--- config.mk ---
export PLATFORM = sky130hd
export DESIGN_NAME = atom_record_half_encoder_unit
export DESIGN_NICKNAME = d
export VERILOG_FILES = /design/src/areh_pkg.sv /design/src/areh_lane.sv /design/src/atom_record_half_encoder_unit.sv
export VERILOG_INCLUDE_DIRS = /design/src /design/src/src
export SDC_FILE = /design/constraint.sdc
export NUM_CORES = 1
export LEC_CHECK = 0
export ABC_AREA = 1
export BUFFER_PORTS_ARGS = -buffer_cell sky130_fd_sc_hd__buf_2
export CAP_MARGIN = 25
export CORE_AREA = 2 2 150 263
export CTS_CLUSTER_DIAMETER = 50
export DETAILED_ROUTE_END_ITERATION = 10
export DIE_AREA = 0 0 152 265
export PLACE_DENSITY = 0.84
export SLEW_MARGIN = 10
export SYNTH_ARGS = -nofsm -noshare
export SYNTH_HDL_FRONTEND = slang
export SYNTH_HIERARCHICAL = 1
export SYNTH_SLANG_ARGS = --single-unit
export TNS_END_PERCENT = 1
--- constraint.sdc ---
create_clock -name clock -period 24.8 [get_ports clock]
set_input_delay 4.96 -clock clock [delete_from_list [all_inputs] [get_ports clock]]
set_output_delay 4.96 -clock clock [all_outputs]
set_load 0.005 [all_outputs]
--- src/atom_record_half_encoder_unit_assert.svh ---
// Assertion macros for the atom record half encoder
`ifndef ATOM_RECORD_HALF_ENCODER_UNIT_ASSERT_SVH
`define ATOM_RECORD_HALF_ENCODER_UNIT_ASSERT_SVH

// implication checked every clock outside reset
`define AREH_ASSERT_IMP(label, clk, rst, ante, cons, msg) \
   label: assert property (@(posedge clk) disable iff (rst) (ante) |-> (cons)) \
      else $error(msg);

// implication whose consequent is checked in the next cycle
`define AREH_ASSERT_NEXT(label, clk, rst, ante, cons, msg) \
   label: assert property (@(posedge clk) disable iff (rst) (ante) |=> (cons)) \
      else $error(msg);

`endif

--- src/areh_pkg.sv ---
// Package: widths, types and half conversion constants for the atom record encoder
`default_nettype none
package areh_pkg;
   localparam int unsigned NUM_LANES  = 9;
   localparam int unsigned SGL_W      = 32;
   localparam int unsigned HALF_W     = 16;
   localparam int unsigned FLAG_W     = 16;
   localparam int unsigned REQ_DATA_W = NUM_LANES * SGL_W + FLAG_W;
   localparam int unsigned RSP_DATA_W = NUM_LANES * HALF_W + FLAG_W;

   localparam logic [7:0]  EXP_OVF    = 8'd143;
   localparam logic [7:0]  EXP_NORM   = 8'd113;
   localparam logic [7:0]  EXP_SUB    = 8'd102;
   localparam logic [7:0]  EXP_MAX    = 8'd255;
   localparam logic [15:0] HALF_QNAN  = 16'h7E00;
   localparam logic [15:0] HALF_INF   = 16'h7C00;
   localparam logic [23:0] RND_HALF   = 24'h001000;

   typedef logic [HALF_W-1:0] half_type;
endpackage
`default_nettype wire

--- src/areh_lane.sv ---
// One conversion lane: single-precision bit pattern to half, registered
`default_nettype none
module areh_lane import areh_pkg::*; (
   input  wire logic              clock,
   input  wire logic              load,
   input  wire logic [SGL_W-1:0]  value,
   output      half_type          half
);
   logic [7:0]  exp_v;
   logic [22:0] man_v;
   logic        sgn_v;
   logic [23:0] sig_v;
   logic [23:0] shr_v;
   logic [24:0] sum_v;
   logic [4:0]  amt_v;
   logic [14:0] mag_v;
   half_type    half_in, half_ff;

   always_comb begin
      sgn_v = value[31];
      exp_v = value[30:23];
      man_v = value[22:0];
      sig_v = {1'b1, man_v};
      amt_v = 5'(EXP_NORM - exp_v);
      shr_v = sig_v >> amt_v;
      sum_v = 25'(man_v) + 25'(RND_HALF);
      mag_v = '0;
      if (exp_v >= EXP_OVF) begin
         if (exp_v == EXP_MAX && man_v != '0) mag_v = HALF_QNAN[14:0];
         else mag_v = HALF_INF[14:0];
      end else if (exp_v < EXP_NORM) begin
         if (exp_v < EXP_SUB) mag_v = '0;
         else mag_v = 15'((25'(shr_v) + 25'(RND_HALF)) >> 13);
      end else begin
         mag_v = 15'({5'(exp_v - 8'd112), 10'd0}) + 15'(sum_v >> 13);
      end
      half_in = {sgn_v, mag_v};
   end

   always_ff @(posedge clock) begin
      if (load) half_ff <= half_in;
   end
   assign half = half_ff;
endmodule
`default_nettype wire

--- src/atom_record_half_encoder_unit.sv ---
// Top level: nine parallel half lanes merged into one result item
//   channel | dir | tdata fields (low bit first)
//   req     | in  | x,y,sxx,sxy,syy,alpha,luma,co,cg (32 b each), flag_bits (16 b)
//   rsp     | out | x..cg halves (16 b each), flag_word (16 b)
// One item per cycle unless stalled; lane registers give each result in the cycle after acceptance.
// The result register holds while rsp_tready is low; req_tready follows it
// so a new item enters whenever the register is empty or being drained.
// Synchronous reset clears only the result valid flag.
`default_nettype none
`include "atom_record_half_encoder_unit_assert.svh"
module atom_record_half_encoder_unit import areh_pkg::*; #(
   parameter int unsigned LANES = NUM_LANES
) (
   input  wire logic                          clock,
   input  wire logic                          reset,
   input  wire logic                          req_tvalid,
   output      logic                          req_tready,
   input  wire logic [LANES*SGL_W+FLAG_W-1:0] req_tdata,  // x,y,sxx,sxy,syy,alpha,luma,co,cg,flag_bits
   output      logic                          rsp_tvalid,
   input  wire logic                          rsp_tready,
   output      logic [LANES*HALF_W+FLAG_W-1:0] rsp_tdata  // x..cg halves, flag_word
);
   logic              valid_ff, valid_in;
   logic [FLAG_W-1:0] flag_ff;
   logic              load;

   assign req_tready = !valid_ff || rsp_tready;
   assign load       = req_tvalid && req_tready;
   assign valid_in   = load ? 1'b1 : (rsp_tready ? 1'b0 : valid_ff);

   always_ff @(posedge clock) begin
      if (reset) valid_ff <= 1'b0;
      else valid_ff <= valid_in;
   end
   always_ff @(posedge clock) begin
      if (load) flag_ff <= req_tdata[LANES*SGL_W +: FLAG_W];
   end

   for (genvar i = 0; i < LANES; i++) begin : g_lane
      areh_lane u_lane (
         .clock (clock),
         .load  (load),
         .value (req_tdata[i*SGL_W +: SGL_W]),
         .half  (rsp_tdata[i*HALF_W +: HALF_W])
      );
   end
   assign rsp_tdata[LANES*HALF_W +: FLAG_W] = flag_ff;
   assign rsp_tvalid = valid_ff;

   `AREH_ASSERT_NEXT(a_load_valid, clock, reset, load, rsp_tvalid, "accepted item not shown")
   `AREH_ASSERT_NEXT(a_hold, clock, reset, rsp_tvalid && !rsp_tready && !load, $stable(rsp_tdata), "result changed while stalled")
   `AREH_ASSERT_IMP(a_ready, clock, reset, !rsp_tvalid, req_tready, "not ready while empty")
endmodule
`default_nettype wire
==> summary.md <==
| Metric | Value |
|---|---|
| Clock Sinks | 161 |
| Final min period | 10.29 ns |
| Synthesized area | 18900 µm² |
| Routed WL | 60500 µm |
| Port-buffer cells | 469 |
| Final net count | 3623 |
| Post-CTS Hold Fix Bufs | 0 |
| Final Wtd Congestion | 1.01 |
| Largest cells by area after synthesis | edfxtp_1 (25%), nand2_1 (15%), nand3_1 (12%) |
| Final setup TNS | 0 ns |
| Number of global-route vias before repair | 20.2k |
| Seq. cell area | 4820 µm² |
| Htree depth | 4 |
| Antenna Nets Post-Route | 0 |
| Post-DP HPWL | 48900 µm |
| Num ports | 470 |
| Post-Syn Nets | 3229 |
| Mapped Avg Cell Area | 6.61 µm² |
| Most numerous cell in the Yosys netlist | nand2_1 |
| Max-Cap Viols | 0 |
| Total core area | 38200 µm² |
| Die Ht | 265 µm |
| Area leader, netlist | edfxtp_1 |
| Cell count after synthesis | 2858 |
| RSZ-0062 raised after global routing | no |
| Hold Path Class | flop to flop |
| # resized after CTS | 0 |
| CTS tree | yes |
| WL per Instance | 16.1 µm |
| Row count | 95 |
| Fmax | 97.1 MHz |
| R2r worst-path depth | 2 |
| CP endpoint kind | primary output |
| Fill cell count | 3787 |
| Starting density of the core | 49.5% |
| EDFF count, synth | 160 |
| Sequential cell area fraction in the yosys report | 25.5% |
| Worst setup SP type | input port |
| First-pass GRT wire length | 95900 µm |
| Worst R2R Setup Slack | 23.09 ns |
| Drc violations | 0 |
| Crit Path Class | input port to primary output |
| Tightest Pin Transition | 1.07 ns |
| Arr. time, crit path | 5.33 ns |
| Synth warn | 6 |
| Slew margin rel. | 28.6% |
| Total track usage | 28.9% |
| Worst hold path depth | 2 |
| Die width | 152 µm |
| CP required | 19.84 ns |
| Yosys reg bits | 161 |
| Multi-input gate area | 12000 µm² |
| Top FF cell, synth | edfxtp_1 |
| Power per Cell Area | 41.7 nW/µm² |
| Max Slew Vio Count | 0 |
| Layout area overhead | 14.8% |
| Setup Buffers After CTS | 0 |
| CTS Buf Count | 17 |
| Power Total | 905 µW |
| Vias | 21.3k |
| Setup-failing EPs final | 0 |
| Fin. Hold Viols | 0 |
| Antenna violations before repair | 0 |
| Asr flop ratio synth | 0% |
| Final core occ | 56.8% |
| Synth unique cells | 37 |
| DIE AREA | 40300 µm² |
| Top cell types by occurrence after synthesis | nand2_1 (777), nand3_1 (452), inv_1 (240) |
| Maximum VDD drop | 44.6 µV |
| Via/cell ratio | 5.68 |
| Iteration count of the initial detailed-routing pass | 6 |
| Pleak | 10.1 nW |
| First DRT Iteration DRCs | 1178 |
| Yosys top cell area share | 25.4% |
| Grt total ovfl | 0 |
| Critical path peak fanout | 2 |
| Largest net degree at the start of global routing | 161 |
| Clk Latency, worst-skew pair | 0.45 ns |
| Root Buffer | clkbuf_16 |
| Worst-case clock skew | 0.00788 ns |
| Crit share post-route | 41.5% |
| Layout cells sized above 1 | 26.4% |
| Outcome | complete, no violations |
| Bufs on Longest Clock Path | 2 |
| Worst-path clk slew | 0.07 ns |
[path summary, 6_finish.rpt]
path / startpoint / endpoint
max: rsp_tready / req_tready
max reg2reg: rsp_tvalid / g_lane[5].u_lane/half[2]
min reg2reg: rsp_tvalid / rsp_tvalid
min: rsp_tvalid / rsp_tvalid
[stage by stage]
| stage | worst slack [ns] | instance area (µm²) | hold slack (ns) | cells |
|---|---|---|---|---|
| after global routing | 14.48 | 21700 | 0.570 | 3750 |
| final | 14.51 | 21700 | 0.531 | 3752 |
| after detailed placement | 14.50 | 21100 | 0.522 | 3717 |
| after floorplan | 11.35 | 18900 | 0.492 | 2858 |
| after CTS | 14.50 | 21700 | 0.533 | 3749 |
| after global placement | 14.52 | 21100 | 0.516 | 3716 |
[worst max-delay path: stages]
cell and delay [ns]:
buf_2 0.11, inv_2 0.07, nand2_2 0.06, buf_2 0.13
[area by class of cell]
type,instances,share of cell area [%]
Multi-Input combinational cell,2273,55.5
Antenna cell,2,0.0231
Timing Repair Buffer,472,11.0
Clock buffer,19,2.00
Tap cell,485,2.80
Clock inverter,13,0.692
Inverter,327,5.75
Sequential cell,161,22.2
[sequential cells by signal, indices dropped and copies added, names as in the netlist]
| register | count |
|---|---|
| rsp_tvalid | 1 |
| flag_ff | 16 |
| g_lane.u_lane/half | 144 |
[layout by cell type, fill, tap and decap left out, types with 6 or more instances in the layout]
master,n
o21ai_2,8
buf_2,469
nor3_1,19
nand3b_1,18
nand4_1,75
inv_6,6
o21ai_0,82
xor2_1,20
nand2_4,8
nand3_2,43
nand2_1,777
nor2_4,41
ha_1,63
a31oi_1,9
nor2_1,177
a21o_1,8
clkinv_2,17
a21oi_2,17
nand3_4,9
clkbuf_16,17
inv_1,240
nor4_1,53
edfxtp_1,160
o31ai_1,9
o21ai_1,33
a21oi_1,162
nand2_2,77
o22ai_1,8
o211ai_1,17
nor2_2,69
xnor2_1,17
nand3_1,452
inv_2,70
[routing by layer]
layer | GRT usage, % | routed length, µm
met5 | 0 | 0
met2 | 56.3 | 32500
met1 | 27.8 | 20200
met3 | 3.60 | 3350
met4 | 19.9 | 4440
[power by group]
group / internal, mW / switching [mW] / total (mW)
Combinational: 0.0977 / 0.204 / 0.302
Sequential: 0.324 / 0.00547 / 0.329
Clock: 0.150 / 0.123 / 0.273
Total: 0.572 / 0.333 / 0.905
[cell families (layout without fill, tap and decap cells)]
kind of cell / count (synthesis) / in the layout / synth area share (%)
fa+ha+maj: 63 / 63 / 4.17
other cells: 0 / 2 / 0
flops: 161 / 161 / 25.5
simple gates: 1819 / 1819 / 47.3
xor+xnor: 37 / 37 / 1.71
buf+inv: 424 / 831 / 10.8
compound gates: 354 / 354 / 10.4
No activity file was read; power rests on OpenSTA's default activity.
